## config.mk

```make
export PLATFORM = sky130hd
export DESIGN_NAME = dxt_texture_block_decoder_flat
export DESIGN_NICKNAME = d
export VERILOG_FILES = /design/src/sv/dxt_pkg.sv /design/src/sv/dxt_if.sv /design/src/sv/dxt_front.sv /design/src/sv/dxt_queue.sv /design/src/sv/dxt_back.sv /design/src/sv/dxt_texture_block_decoder.sv /design/src/flat_wrapper.sv
export SDC_FILE = /design/constraint.sdc
export NUM_CORES = 1
export LEC_CHECK = 0
export ABC_AREA = 0
export BUFFER_PORTS_ARGS = -buffer_cell sky130_fd_sc_hd__buf_2
export CELL_PAD_IN_SITES_DETAIL_PLACEMENT = 0
export CELL_PAD_IN_SITES_GLOBAL_PLACEMENT = 2
export CORE_MARGIN = 10
export CORE_UTILIZATION = 35
export DETAILED_ROUTE_END_ITERATION = 16
export MAX_ROUTING_LAYER = met4
export PLACE_DENSITY_LB_ADDON = 0.3
export SKIP_CTS_REPAIR_TIMING = 1
export SYNTH_ARGS = -nofsm -noshare
export SYNTH_HDL_FRONTEND = slang
export SYNTH_SLANG_ARGS = --single-unit
```

## constraint.sdc

```tcl
create_clock -name clk -period 21.9 [get_ports clk]
set_clock_uncertainty 0.05 [all_clocks]
set_input_delay 3.285 -clock clk [delete_from_list [all_inputs] [get_ports clk]]
set_output_delay 3.285 -clock clk [all_outputs]
set_load 0.005 [all_outputs]
```

## src/sv/dxt_pkg.sv

```systemverilog
// Shared types, format codes and fixed-point helpers of the DXT block decoder.
package dxt_pkg;

  // Format codes of the format_mode register.
  localparam logic [1:0] FMT_DXT1     = 2'd0;
  localparam logic [1:0] FMT_EXPLICIT = 2'd1;
  localparam logic [1:0] FMT_INTERP   = 2'd2;
  localparam logic [1:0] FMT_RESERVED = 2'd3;

  localparam int unsigned TEXELS = 16;

  typedef struct packed {
    logic [7:0] r;
    logic [7:0] g;
    logic [7:0] b;
  } rgb_t;

  // Classified block as it waits between the front and the back end.
  typedef struct packed {
    logic [1:0]  mode;
    logic        three_colour;
    logic        alpha_wide;
    rgb_t        c0;
    rgb_t        c1;
    logic [31:0] colour_idx;
    logic [63:0] alpha_block;
  } block_desc_t;

  // Widen an RGB565 endpoint to 8 bits per channel by bit replication.
  function automatic rgb_t widen565(input logic [15:0] c);
    rgb_t w;
    w.r = {c[15:11], c[15:13]};
    w.g = {c[10:5], c[10:9]};
    w.b = {c[4:0], c[4:2]};
    return w;
  endfunction

  // Exact floor(x / 3) for x below 768, by reciprocal multiplication.
  function automatic logic [7:0] div3(input logic [9:0] x);
    logic [21:0] p;
    p = 22'(x) * 22'd683;
    return p[18:11];
  endfunction

  // Exact floor(x / 5) for x below 1280.
  function automatic logic [7:0] div5(input logic [10:0] x);
    logic [21:0] p;
    p = 22'(x) * 22'd1639;
    return p[20:13];
  endfunction

  // Exact floor(x / 7) for x below 1792.
  function automatic logic [7:0] div7(input logic [10:0] x);
    logic [21:0] p;
    p = 22'(x) * 22'd2341;
    return p[21:14];
  endfunction

endpackage

```

## src/sv/dxt_if.sv

```systemverilog
// Handshake channel interfaces: configuration writes, compressed blocks, decoded texels.

interface dxt_cfg_if;
  logic       valid;
  logic       ready;
  logic [1:0] data;
  modport source (output valid, output data, input ready);
  modport sink (input valid, input data, output ready);
endinterface

interface dxt_blk_if;
  logic        valid;
  logic        ready;
  logic [63:0] colour_block;
  logic [63:0] alpha_block;
  modport source (output valid, output colour_block, output alpha_block, input ready);
  modport sink (input valid, input colour_block, input alpha_block, output ready);
endinterface

interface dxt_texel_if;
  logic       valid;
  logic       ready;
  logic [3:0] texel_index;
  logic [7:0] red;
  logic [7:0] green;
  logic [7:0] blue;
  logic [7:0] alpha;
  logic       last_texel;
  modport source (output valid, output texel_index, output red, output green,
                  output blue, output alpha, output last_texel, input ready);
  modport sink (input valid, input texel_index, input red, input green,
                input blue, input alpha, input last_texel, output ready);
endinterface

```

## src/sv/dxt_front.sv

```systemverilog
// Front end: holds the format register, accepts blocks and classifies them.
module dxt_front (
  input  logic                 clk,
  input  logic                 rst,
  dxt_cfg_if.sink              cfg,
  dxt_blk_if.sink              blocks,
  output logic                 push_valid,
  input  logic                 push_ready,
  output dxt_pkg::block_desc_t push_data
);

  logic [1:0]  format_mode;
  logic [15:0] e0;
  logic [15:0] e1;

  // Configuration writes are always taken; the unused code is dropped.
  assign cfg.ready = 1'b1;

  always_ff @(posedge clk) begin
    if (rst) begin
      format_mode <= dxt_pkg::FMT_DXT1;
    end else if (cfg.valid && cfg.data != dxt_pkg::FMT_RESERVED) begin
      format_mode <= cfg.data;
    end
  end

  // A block beat passes straight into the queue when it has room.
  assign blocks.ready = push_ready;
  assign push_valid   = blocks.valid;

  assign e0 = blocks.colour_block[15:0];
  assign e1 = blocks.colour_block[31:16];

  // Classify the block: palette flavor, alpha ramp flavor, widened endpoints.
  always_comb begin
    push_data.mode         = format_mode;
    push_data.three_colour = (format_mode == dxt_pkg::FMT_DXT1) && (e0 <= e1);
    push_data.alpha_wide   = blocks.alpha_block[7:0] > blocks.alpha_block[15:8];
    push_data.c0           = dxt_pkg::widen565(e0);
    push_data.c1           = dxt_pkg::widen565(e1);
    push_data.colour_idx   = blocks.colour_block[63:32];
    push_data.alpha_block  = blocks.alpha_block;
  end

endmodule

```

## src/sv/dxt_queue.sv

```systemverilog
// Short queue of classified blocks between the front and the back end.
module dxt_queue #(
  parameter int unsigned DEPTH = 2
) (
  input  logic                 clk,
  input  logic                 rst,
  input  logic                 push_valid,
  output logic                 push_ready,
  input  dxt_pkg::block_desc_t push_data,
  output logic                 pop_valid,
  input  logic                 pop_ready,
  output dxt_pkg::block_desc_t pop_data
);

  localparam int unsigned PTR_W = (DEPTH > 1) ? $clog2(DEPTH) : 1;
  localparam int unsigned CNT_W = $clog2(DEPTH + 1);

  dxt_pkg::block_desc_t slots [DEPTH];
  logic [PTR_W-1:0] wr_ptr;
  logic [PTR_W-1:0] rd_ptr;
  logic [CNT_W-1:0] count;
  logic             do_push;
  logic             do_pop;

  assign push_ready = count != CNT_W'(DEPTH);
  assign pop_valid  = count != '0;
  assign pop_data   = slots[rd_ptr];
  assign do_push    = push_valid && push_ready;
  assign do_pop     = pop_valid && pop_ready;

  // Slot storage.
  always_ff @(posedge clk) begin
    if (do_push) begin
      slots[wr_ptr] <= push_data;
    end
  end

  // Pointers and fill count.
  always_ff @(posedge clk) begin
    if (rst) begin
      wr_ptr <= '0;
      rd_ptr <= '0;
      count  <= '0;
    end else begin
      if (do_push) begin
        wr_ptr <= (wr_ptr == PTR_W'(DEPTH - 1)) ? '0 : wr_ptr + 1'b1;
      end
      if (do_pop) begin
        rd_ptr <= (rd_ptr == PTR_W'(DEPTH - 1)) ? '0 : rd_ptr + 1'b1;
      end
      if (do_push && !do_pop) begin
        count <= count + 1'b1;
      end else if (do_pop && !do_push) begin
        count <= count - 1'b1;
      end
    end
  end

  // The fill count never passes the depth.
  assert property (@(posedge clk) disable iff (rst) count <= CNT_W'(DEPTH))
    else $error("queue count beyond depth");

endmodule

```

## src/sv/dxt_back.sv

```systemverilog
// Back end: walks the sixteen texels of a block through a two-stage datapath.
module dxt_back (
  input  logic                 clk,
  input  logic                 rst,
  input  logic                 pop_valid,
  output logic                 pop_ready,
  input  dxt_pkg::block_desc_t pop_data,
  dxt_texel_if.source          texels
);

  // How the second stage finishes a channel.
  localparam logic [1:0] FIN_PASS  = 2'd0;
  localparam logic [1:0] FIN_FIFTH = 2'd2;
  localparam logic [1:0] FIN_SEVTH = 2'd3;

  typedef struct packed {
    logic       third;
    logic [9:0] num;
  } chan_num_t;

  dxt_pkg::block_desc_t cur;
  logic                 cur_valid;
  logic [3:0]           cnt;
  logic                 adv;
  logic                 last_issue;

  logic [1:0]  ci;
  logic [2:0]  aj;
  logic [2:0]  ak;
  logic [3:0]  nib;
  logic [7:0]  a0;
  logic [7:0]  a1;
  logic [5:0]  a_off;
  chan_num_t   r_num;
  chan_num_t   g_num;
  chan_num_t   b_num;
  logic [10:0] a_num;
  logic [1:0]  a_fin;

  logic        s1_valid;
  logic [3:0]  s1_idx;
  logic        s1_last;
  chan_num_t   s1_r;
  chan_num_t   s1_g;
  chan_num_t   s1_b;
  logic [10:0] s1_a;
  logic [1:0]  s1_a_fin;

  logic        out_valid;

  // Palette entry numerator of one colour channel for index sel.
  function automatic chan_num_t col_num(input logic [7:0] c0, input logic [7:0] c1,
                                        input logic [1:0] sel, input logic three);
    chan_num_t n;
    logic [8:0] half_sum;
    half_sum = 9'(c0) + 9'(c1) + 9'd1;
    n.third  = 1'b0;
    n.num    = 10'(c0);
    case (sel)
      2'd0: n.num = 10'(c0);
      2'd1: n.num = 10'(c1);
      2'd2: begin
        if (three) begin
          n.num = 10'(half_sum[8:1]);
        end else begin
          n.third = 1'b1;
          n.num   = {1'b0, c0, 1'b0} + 10'(c1) + 10'd1;
        end
      end
      default: begin
        if (three) begin
          n.num = '0;
        end else begin
          n.third = 1'b1;
          n.num   = 10'(c0) + {1'b0, c1, 1'b0} + 10'd1;
        end
      end
    endcase
    return n;
  endfunction

  // The whole datapath moves when the output register is free or drained.
  assign adv        = !out_valid || texels.ready;
  assign last_issue = cur_valid && adv && (cnt == 4'(dxt_pkg::TEXELS - 1));
  assign pop_ready  = !cur_valid || last_issue;

  // Current block and texel counter.
  always_ff @(posedge clk) begin
    if (rst) begin
      cur_valid <= 1'b0;
      cnt       <= '0;
    end else begin
      if (cur_valid && adv) begin
        cnt <= cnt + 1'b1;
      end
      if (pop_valid && pop_ready) begin
        cur_valid <= 1'b1;
      end else if (last_issue) begin
        cur_valid <= 1'b0;
      end
    end
  end

  always_ff @(posedge clk) begin
    if (pop_valid && pop_ready) begin
      cur <= pop_data;
    end
  end

  // Stage one: pick the palette entries and form their numerators.
  always_comb begin
    ci    = cur.colour_idx[{cnt, 1'b0} +: 2];
    a_off = 6'd16 + 6'(cnt) * 6'd3;
    aj    = cur.alpha_block[a_off +: 3];
    ak    = aj - 3'd1;
    nib   = cur.alpha_block[{cnt, 2'b00} +: 4];
    a0    = cur.alpha_block[7:0];
    a1    = cur.alpha_block[15:8];
    r_num = col_num(cur.c0.r, cur.c1.r, ci, cur.three_colour);
    g_num = col_num(cur.c0.g, cur.c1.g, ci, cur.three_colour);
    b_num = col_num(cur.c0.b, cur.c1.b, ci, cur.three_colour);
    a_fin = FIN_PASS;
    a_num = 11'd255;
    case (cur.mode)
      dxt_pkg::FMT_EXPLICIT: a_num = 11'({nib, nib});
      dxt_pkg::FMT_INTERP: begin
        if (aj == 3'd0) begin
          a_num = 11'(a0);
        end else if (aj == 3'd1) begin
          a_num = 11'(a1);
        end else if (cur.alpha_wide) begin
          a_fin = FIN_SEVTH;
          a_num = 11'(3'd7 - ak) * 11'(a0) + 11'(ak) * 11'(a1) + 11'd3;
        end else if (aj == 3'd6) begin
          a_num = '0;
        end else if (aj == 3'd7) begin
          a_num = 11'd255;
        end else begin
          a_fin = FIN_FIFTH;
          a_num = 11'(3'd5 - ak) * 11'(a0) + 11'(ak) * 11'(a1) + 11'd2;
        end
      end
      default: a_num = (cur.three_colour && ci == 2'd3) ? 11'd0 : 11'd255;
    endcase
  end

  always_ff @(posedge clk) begin
    if (rst) begin
      s1_valid <= 1'b0;
    end else if (adv) begin
      s1_valid <= cur_valid;
    end
  end

  always_ff @(posedge clk) begin
    if (adv) begin
      s1_idx   <= cnt;
      s1_last  <= cnt == 4'(dxt_pkg::TEXELS - 1);
      s1_r     <= r_num;
      s1_g     <= g_num;
      s1_b     <= b_num;
      s1_a     <= a_num;
      s1_a_fin <= a_fin;
    end
  end

  // Stage two: constant divisions into the output register.
  always_ff @(posedge clk) begin
    if (rst) begin
      out_valid <= 1'b0;
    end else if (adv) begin
      out_valid <= s1_valid;
    end
  end

  always_ff @(posedge clk) begin
    if (adv) begin
      texels.texel_index <= s1_idx;
      texels.last_texel  <= s1_last;
      texels.red   <= s1_r.third ? dxt_pkg::div3(s1_r.num) : s1_r.num[7:0];
      texels.green <= s1_g.third ? dxt_pkg::div3(s1_g.num) : s1_g.num[7:0];
      texels.blue  <= s1_b.third ? dxt_pkg::div3(s1_b.num) : s1_b.num[7:0];
      case (s1_a_fin)
        FIN_SEVTH: texels.alpha <= dxt_pkg::div7(s1_a);
        FIN_FIFTH: texels.alpha <= dxt_pkg::div5(s1_a);
        default:   texels.alpha <= s1_a[7:0];
      endcase
    end
  end

  assign texels.valid = out_valid;

  // The last flag of an output beat belongs to the final texel position.
  assert property (@(posedge clk) disable iff (rst)
    out_valid && texels.last_texel |-> texels.texel_index == 4'(dxt_pkg::TEXELS - 1))
    else $error("last texel flag on wrong position");

  // With no block in hand the counter rests at the first texel.
  assert property (@(posedge clk) disable iff (rst) !cur_valid |-> cnt == 4'd0)
    else $error("texel counter moved without a block");

  // A stalled output holds the texel counter still.
  assert property (@(posedge clk) disable iff (rst)
    out_valid && !texels.ready |=> cnt == $past(cnt))
    else $error("texel counter advanced under stall");

endmodule

```

## src/sv/dxt_texture_block_decoder.sv

```systemverilog
// Top level of the DXT texture block decoder: front end, block queue and back end.
//
//   channel   dir   beat                                    
//   cfg       in    one format_mode write (2 bits)          
//   blocks    in    colour_block and alpha_block, 64 each   
//   texels    out   one RGBA8 texel with index and last flag
//
// Each block gives sixteen texel beats, one per cycle while texels is ready;
// the texel counter in the back end steps through the sixteen positions.
// Registers on a texel's way: queue slot, current block, stage one, output.
// The block queue holds QUEUE_DEPTH classified blocks, so blocks are taken while
// texels of earlier ones still wait; a stall on texels freezes the back end only.
// Reset clears the format to DXT1 and empties the queue and the pipeline.
module dxt_texture_block_decoder #(
  parameter int unsigned QUEUE_DEPTH = 2
) (
  input logic         clk,
  input logic         rst,
  dxt_cfg_if.sink     cfg,
  dxt_blk_if.sink     blocks,
  dxt_texel_if.source texels
);

  logic                 push_valid;
  logic                 push_ready;
  dxt_pkg::block_desc_t push_data;
  logic                 pop_valid;
  logic                 pop_ready;
  dxt_pkg::block_desc_t pop_data;

  dxt_front u_front (
    .clk        (clk),
    .rst        (rst),
    .cfg        (cfg),
    .blocks     (blocks),
    .push_valid (push_valid),
    .push_ready (push_ready),
    .push_data  (push_data)
  );

  dxt_queue #(
    .DEPTH (QUEUE_DEPTH)
  ) u_queue (
    .clk        (clk),
    .rst        (rst),
    .push_valid (push_valid),
    .push_ready (push_ready),
    .push_data  (push_data),
    .pop_valid  (pop_valid),
    .pop_ready  (pop_ready),
    .pop_data   (pop_data)
  );

  dxt_back u_back (
    .clk       (clk),
    .rst       (rst),
    .pop_valid (pop_valid),
    .pop_ready (pop_ready),
    .pop_data  (pop_data),
    .texels    (texels)
  );

endmodule

```

## src/flat_wrapper.sv

```systemverilog
// flat-port wrapper written by rule: the top's interface ports become plain ports
module dxt_texture_block_decoder_flat 
#(
  parameter int unsigned QUEUE_DEPTH = 2
)
  (clk, rst, cfg_valid, cfg_data, cfg_ready, blocks_valid, blocks_colour_block, blocks_alpha_block, blocks_ready, texels_valid, texels_texel_index, texels_red, texels_green, texels_blue, texels_alpha, texels_last_texel, texels_ready);
  dxt_cfg_if cfg_i ();
  dxt_blk_if blocks_i ();
  dxt_texel_if texels_i ();
  input logic clk;
  input logic rst;
  input wire logic [$bits(cfg_i.valid)-1:0] cfg_valid;
  input wire logic [$bits(cfg_i.data)-1:0] cfg_data;
  output wire logic [$bits(cfg_i.ready)-1:0] cfg_ready;
  input wire logic [$bits(blocks_i.valid)-1:0] blocks_valid;
  input wire logic [$bits(blocks_i.colour_block)-1:0] blocks_colour_block;
  input wire logic [$bits(blocks_i.alpha_block)-1:0] blocks_alpha_block;
  output wire logic [$bits(blocks_i.ready)-1:0] blocks_ready;
  output wire logic [$bits(texels_i.valid)-1:0] texels_valid;
  output wire logic [$bits(texels_i.texel_index)-1:0] texels_texel_index;
  output wire logic [$bits(texels_i.red)-1:0] texels_red;
  output wire logic [$bits(texels_i.green)-1:0] texels_green;
  output wire logic [$bits(texels_i.blue)-1:0] texels_blue;
  output wire logic [$bits(texels_i.alpha)-1:0] texels_alpha;
  output wire logic [$bits(texels_i.last_texel)-1:0] texels_last_texel;
  input wire logic [$bits(texels_i.ready)-1:0] texels_ready;
  assign cfg_i.valid = cfg_valid;
  assign cfg_i.data = cfg_data;
  assign cfg_ready = cfg_i.ready;
  assign blocks_i.valid = blocks_valid;
  assign blocks_i.colour_block = blocks_colour_block;
  assign blocks_i.alpha_block = blocks_alpha_block;
  assign blocks_ready = blocks_i.ready;
  assign texels_valid = texels_i.valid;
  assign texels_texel_index = texels_i.texel_index;
  assign texels_red = texels_i.red;
  assign texels_green = texels_i.green;
  assign texels_blue = texels_i.blue;
  assign texels_alpha = texels_i.alpha;
  assign texels_last_texel = texels_i.last_texel;
  assign texels_i.ready = texels_ready;
  dxt_texture_block_decoder #(.QUEUE_DEPTH(QUEUE_DEPTH)) u_core (.clk(clk), .rst(rst), .cfg(cfg_i), .blocks(blocks_i), .texels(texels_i));
endmodule
```

After elaboration in Yosys (flattened, before gate mapping):

Memories as Yosys holds them, arrays and structs flattened. A register that Yosys moved wholly into a read port is not among the register bits.
Cells that the tools add are included.

* output and inout bits: 40
* register bits: 99
* RAM bits: 296
* memories: 1

Memories
* u_core.u_queue.slots: words 2, width 148, read ports 1, clocked after Yosys merged registers in 1, write ports 1, line dxt_queue.sv:18 `dxt_pkg::block_desc_t slots [DEPTH];`

* shifts and indexed selects: 3
* multiplexer cells: 32
* $mul: 9
* add/sub/neg operators: 31
* eq/ne operators: 13
* reduce and logical (&&, ||, !) cells: 23
* bitwise gates (word level): 1
* magnitude comparators: 2

Operators with widths (count)
* 10-bit case mux with 3 select lines: 3
* 64-bit by 7-bit variable part select with 3-bit output: 1
* 64-bit by 7-bit variable part select with 4-bit output: 1
* 10-bit by 1-bit adder with 10-bit output (second input constant): 6
* 10-bit two-way mux: 6
* 10-bit by 10-bit multiplier with 19-bit output (second input constant): 3
* 11-bit two-way mux: 5
* 8-bit two-way mux: 4
* 32-bit by 6-bit variable part select with 2-bit output: 1
* 8-bit by 9-bit adder with 10-bit output: 3
* 9-bit by 8-bit adder with 10-bit output: 3
* 8-bit by 8-bit adder with 9-bit output: 3
* 9-bit by 1-bit adder with 9-bit output (second input constant): 3
* 11-bit adder: 2
* 11-bit by 2-bit adder with 11-bit output (second input constant): 2
* 11-bit by 12-bit multiplier with 22-bit output (second input constant): 1
* 4-bit by 9-bit multiplier with 11-bit output: 2
* 11-bit case mux with 2 select lines: 1
* 11-bit by 11-bit multiplier with 21-bit output (second input constant): 1
* 16-bit <= comparator: 1
* 8-bit case mux with 2 select lines: 1
* 3-bit by 8-bit multiplier with 11-bit output: 1
* 2-bit equality test (second input constant): 5
* 2-bit two-way mux: 5
* 24 further kinds: 50

Longest topological paths before layout:

* depth after elaboration: 14
* depth in mapped cells: 37

Hierarchy:

From an unflattened synthesis, not the netlist that was laid out.

* cells, all modules: 2999
* area, all modules: 37925.1 um^2

By module, submodules not included
* dxt_back: instances 1, cells an instance 2274, seq. area each 7166.9 um^2, area each 25199.2 um^2
* dxt_queue: instances 1, cells an instance 484, seq. area each 8988.6 um^2, area each 10938.0 um^2
* dxt_front: instances 1, cells an instance 241, seq. area each 40.0 um^2, area each 1788.0 um^2

Least setup slack after synthesis:

Ideal clock, no wire load.

* path type: input -> register
* start: input port blocks_valid
* end: memory u_core.u_queue.slots[0][0] in the netlist's numbering, enable pin
* library setup time: 0.625 ns
* cell stages on the path: 2
* setup slack: 12.369 ns
* required time: 21.225 ns
* arrival time: 8.856 ns
* path buffers: 0
* cells stage by stage: nand2_1 nor2_1

* word-level cells in the longest chain between the ends: 3

Ends and longest elaborated chain
* start: declaration: line flat_wrapper.sv:15 `input wire logic [$bits(blocks_i.valid)-1:0] blocks_valid;`
* 1-bit logical AND: line dxt_queue.sv:28 `assign do_push = push_valid && push_ready;`
* 1-bit two-way mux: line dxt_queue.sv:33 `if (do_push) begin`
* 1-bit two-way mux (implied by the code): line dxt_queue.sv:34 `slots[wr_ptr] <= push_data;`
* end: declaration: line dxt_queue.sv:18

No other way between the ends.

Worst setup path in the final report:

* start: register u_core.u_back.cnt[1]
* end: register u_core.u_back.s1_a[10] (data pin)

* word-level cells in the longest chain between the ends: 14
* elaborated cells on any way between the ends: 23

Ends and longest elaborated chain
* start: declaration: line dxt_back.sv:23 `logic [3:0] cnt;`
* start signal: assignment: line dxt_back.sv:94 `cnt <= cnt + 1'b1;`
* 4-bit by 2-bit multiplier with 6-bit output *: line dxt_back.sv:113 `a_off = 6'd16 + 6'(cnt) * 6'd3;`
* 5-bit by 6-bit adder with 6-bit output *: line dxt_back.sv:113
* 64-bit by 7-bit variable part select with 3-bit output *: line dxt_back.sv:114 `aj = cur.alpha_block[a_off +: 3];`
* 3-bit by 1-bit subtractor with 3-bit output: line dxt_back.sv:115 `ak = aj - 3'd1;`
* 3-bit by 3-bit subtractor with 4-bit output: line dxt_back.sv:140 `a_num = 11'(3'd5 - ak) * 11'(a0) + 11'(ak) * 11'(a1) + 11'd2;`
* 4-bit by 9-bit multiplier with 11-bit output: line dxt_back.sv:140
* 11-bit adder: line dxt_back.sv:140
* 11-bit by 2-bit adder with 11-bit output: line dxt_back.sv:140
* 11-bit two-way mux: line dxt_back.sv:136 `end else if (aj == 3'd7) begin`
* 11-bit two-way mux: line dxt_back.sv:134 `end else if (aj == 3'd6) begin`
* 11-bit two-way mux: line dxt_back.sv:131 `end else if (cur.alpha_wide) begin`
* 11-bit two-way mux: line dxt_back.sv:129 `end else if (aj == 3'd1) begin`
* 11-bit two-way mux *: line dxt_back.sv:127 `if (aj == 3'd0) begin`
* 11-bit case mux with 2 select lines *: line dxt_back.sv:124 `case (cur.mode)`
* via u_core.u_back.a_num[10]: line dxt_back.sv:37 `logic [10:0] a_num;`
* end signal: assignment: line dxt_back.sv:162 `s1_a <= a_num;`
* end: declaration: line dxt_back.sv:46 `logic [10:0] s1_a;`

The timed path passes the listed nets; every way through them passes the cells marked *.
A chain may end at the register's enable or synchronous reset.

==> summary.txt <==
Yosys
  – Synth Area in Compound Gates: 8.06%
  – Asr flop ratio synth: 0%
  – Synth area leader: edfxtp_1
  – Post-Synth Adder-Cell Area: 25.0%
  – Post-synth EDFFs: 482
  – Synth cell types: 88
  – Yosys top cell area share: 41.1%
  – Post-Synth Simple-Gate Area: 5.63%
  – Syn Area/Cell: 12.4 µm²
  – Seq cells post-synth: 495
  – Mapped Cells: 2833
  – Yosys Warn Count: 0
  – Post-synthesis sequential area ratio: 41.9%
  – Ys flop type: edfxtp_1
  – Post-synthesis cell area: 0.0352 mm²
  – Mapped Nets: 3572
  – Fraction of synthesized area in multiplexers: 10.3%
  – XOR/XNOR Fraction of Synth Area: 3.38%
  – Main combinational cell family by area after synthesis: adder cells
  – Ranking of synthesized cells by area: edfxtp_1, ha_1, fa_1

Timing
  – RSZ-0062 raised after global routing: false
  – Setup tns final: 0 ns
  – Slew @ Worst Pin: 1.06 ns
  – Final Hold Vio Count: 0
  – Fmax: 0.0939 GHz
  – Final Cycle Share: 48.6%
  – Setup violators final: 0
  – Minimum clock period after layout: 10.65 ns
  – Final Max Tran Viols: 0
  – Worst slew margin: 29.0%

Worst setup path
  – Crit-path max cell delay: 1.09 ns
  – Crit Path Category: flip-flop to flip-flop
  – Startpoint class of the critical path: flip-flop
  – CP Data Required Time: 22.29 ns
  – Crit-path most repeated cell: ha_1
  – Critical path's slowest cell: fa_1
  – Crit. End Element: flip-flop
  – Critical Path AT: 11.04 ns
  – Crit Path Max Fanout: 28

Final layout
  – Fraction of layout cells with a size suffix above 1: 17.4%
  – P&R area growth vs syn: 11.8%
  – Fillers: 9537
  – NumNets Final: 3740

Die
  – Die outline height: 337 µm
  – Full die area: 0.114 mm²
  – DIE WIDTH: 337 µm
  – IO Pins: 175
  – Core area: 0.0999 mm²
  – Starting Density: 35.2%
  – Row count: 116

GRT
  – Vias in the first global route: 23300
  – Total GRT Usage: 15.4%
  – First-pass GRT wire length: 134000 µm
  – Pin count of the biggest net entering global routing: 76
  – Grt total ovfl: 0
  – Initial antenna violation count: 4

Routing
  – Via count: 21600
  – Drt initial violations: 1096
  – DRT antenna net count: 0
  – DRC violations left: 0
  – DR pass1 iterations: 8
  – Routed len/inst: 19.4 µm
  – Vias/cell: 4.98
  – Routed WL: 84500 µm

CTS
  – Clock latency on the worst-skew pair: 0.68 ns
  – Clock transition at path regs: 0.06 ns
  – Htree depth: 2
  – Clock buffer depth: 3
  – CTS tree: done
  – Clock sink total: 495
  – Clock root cell: clkbuf_16
  – Cts bufs inserted: 56

Placement
  – Port bufs: 173
  – DP HPWL: 64800 µm
  – Placer Congestion: 0.853

Status
  – Status: complete, no violations

Min path
  – Worst hold path type: flip-flop to flip-flop

Flow run
  – Max-cap viol count: 0
through the flow:
stage	setup WS [ns]	util, %	std cells	area (µm²)	hold slack [ns]
after floorplan	12.37	-	2833	35200	0.350
after global placement	11.67	37.4	4241	37400	0.354
after detailed placement	11.31	37.4	4241	37400	0.356
after CTS	11.25	39.4	4346	39300	0.373
after global routing	10.53	39.4	4347	39300	0.376
final	11.25	39.4	4347	39300	0.370
layout make-up:
type / instances / area (µm²) / area share [%]
Multi-Input combinational cell: 1838 / 18400 / 46.9
Clock inverter: 47 / 520 / 1.32
Sequential cell: 495 / 14700 / 37.5
Inverter: 420 / 1580 / 4.03
Clock buffer: 58 / 1410 / 3.58
Tap cell: 1298 / 1620 / 4.13
Antenna cell: 1 / 2.50 / 0.00636
Timing Repair Buffer: 190 / 993 / 2.53
worst paths after layout:
path | startpoint | endpoint | slack (ns) | cells past startpoint
setup / recovery | u_core.u_back.cnt[1] | u_core.u_back.s1_a[10] | 11.25 | 32
setup reg to reg | u_core.u_back.cnt[1] | u_core.u_back.s1_a[10] | 11.25 | 32
hold / removal | u_core.u_back.s1_idx[0] | u_core.u_back.texels.texel_index[0] | 0.37 | 0
hold reg to reg | u_core.u_back.s1_idx[0] | u_core.u_back.texels.texel_index[0] | 0.37 | 0
logic make-up (layout without fill, tap and decap cells):
family          after synthesis  count (layout)
other cells                   2               3
xor+xnor                    134             134
mux                         251             251
compound gates              444             444
buf+inv                     500             715
flops                       495             495
simple gates                403             403
fa+ha+maj                   604             604
critical path: cells and delay by family, from the launching register on:
kind                     cells  cell delay (ns)
adder cells (fa/ha/maj)     11             4.65
AO/OA/AOI/OAI                9             1.82
buffers and inverters        6             1.54
AND/OR/NAND/NOR              4             1.40
XOR/XNOR                     2             0.59
flip-flops                   1             0.31
synthesized netlist by cell type, types with 23 or more instances:
library cell / number
o21bai_1: 31
clkbuf_1: 46
o21ai_0: 68
nand2_1: 105
o21ai_1: 39
mux2i_1: 27
ha_1: 437
mux4_2: 67
nand2b_1: 32
nor2b_1: 41
edfxtp_1: 482
and2_1: 24
nor3_1: 23
inv_1: 413
nor2_1: 103
fa_1: 167
xnor2_1: 104
xor2_1: 28
mux2_2: 147
a21oi_1: 124
a21o_1: 35
placed cells by master, fill, tap and decap left out, types with 27 or more instances in the layout:
cell / synthesis / routed
o21ai_1: 39 / 39
fa_1: 167 / 167
nor2_1: 103 / 102
inv_1: 413 / 411
clkbuf_16: 0 / 56
xor2_1: 28 / 28
nand2b_1: 32 / 32
a21o_1: 35 / 35
nor2b_1: 41 / 41
nand2_1: 105 / 105
edfxtp_1: 482 / 482
o21ai_0: 68 / 68
buf_2: 10 / 173
o21bai_1: 31 / 31
a21oi_1: 124 / 124
mux2_2: 147 / 147
mux4_2: 67 / 67
xnor2_1: 104 / 104
mux2i_1: 27 / 27
ha_1: 437 / 436
flip-flops by register name, summed over array words and instances (netlist names), 2 cells and up:
signal	cells
u_core.u_back.texels.green	8
u_core.u_back.texels.red	8
u_core.u_queue.slots	264
u_core.u_back.texels.alpha	8
u_core.u_back.s1_b	11
u_core.u_back.texels.texel_index	4
u_core.u_back.s1_a_fin	2
u_core.u_back.cnt	4
u_core.u_back.s1_idx	4
u_core.u_front.format_mode	2
u_core.u_queue.count	2
u_core.u_back.a1	8
u_core.u_back.texels.blue	8
u_core.u_back.s1_g	10
u_core.u_back.s1_a	11
u_core.u_back.a0	8
u_core.u_back.s1_r	10
u_core.u_back.cur	116
layer usage:
metal	up-vias	part of all wire [%]	track usage (%)
met2	414	48	25.6
met1	10600	46	19.7
met3	108	3.9	2.23
li1	10500	-	-
met5	-	0	-
met4	0	2.1	3.78
Power is left out: the tool's default activity adds up to more than one toggle a clock period on the data nets, which glitch-free logic cannot reach.
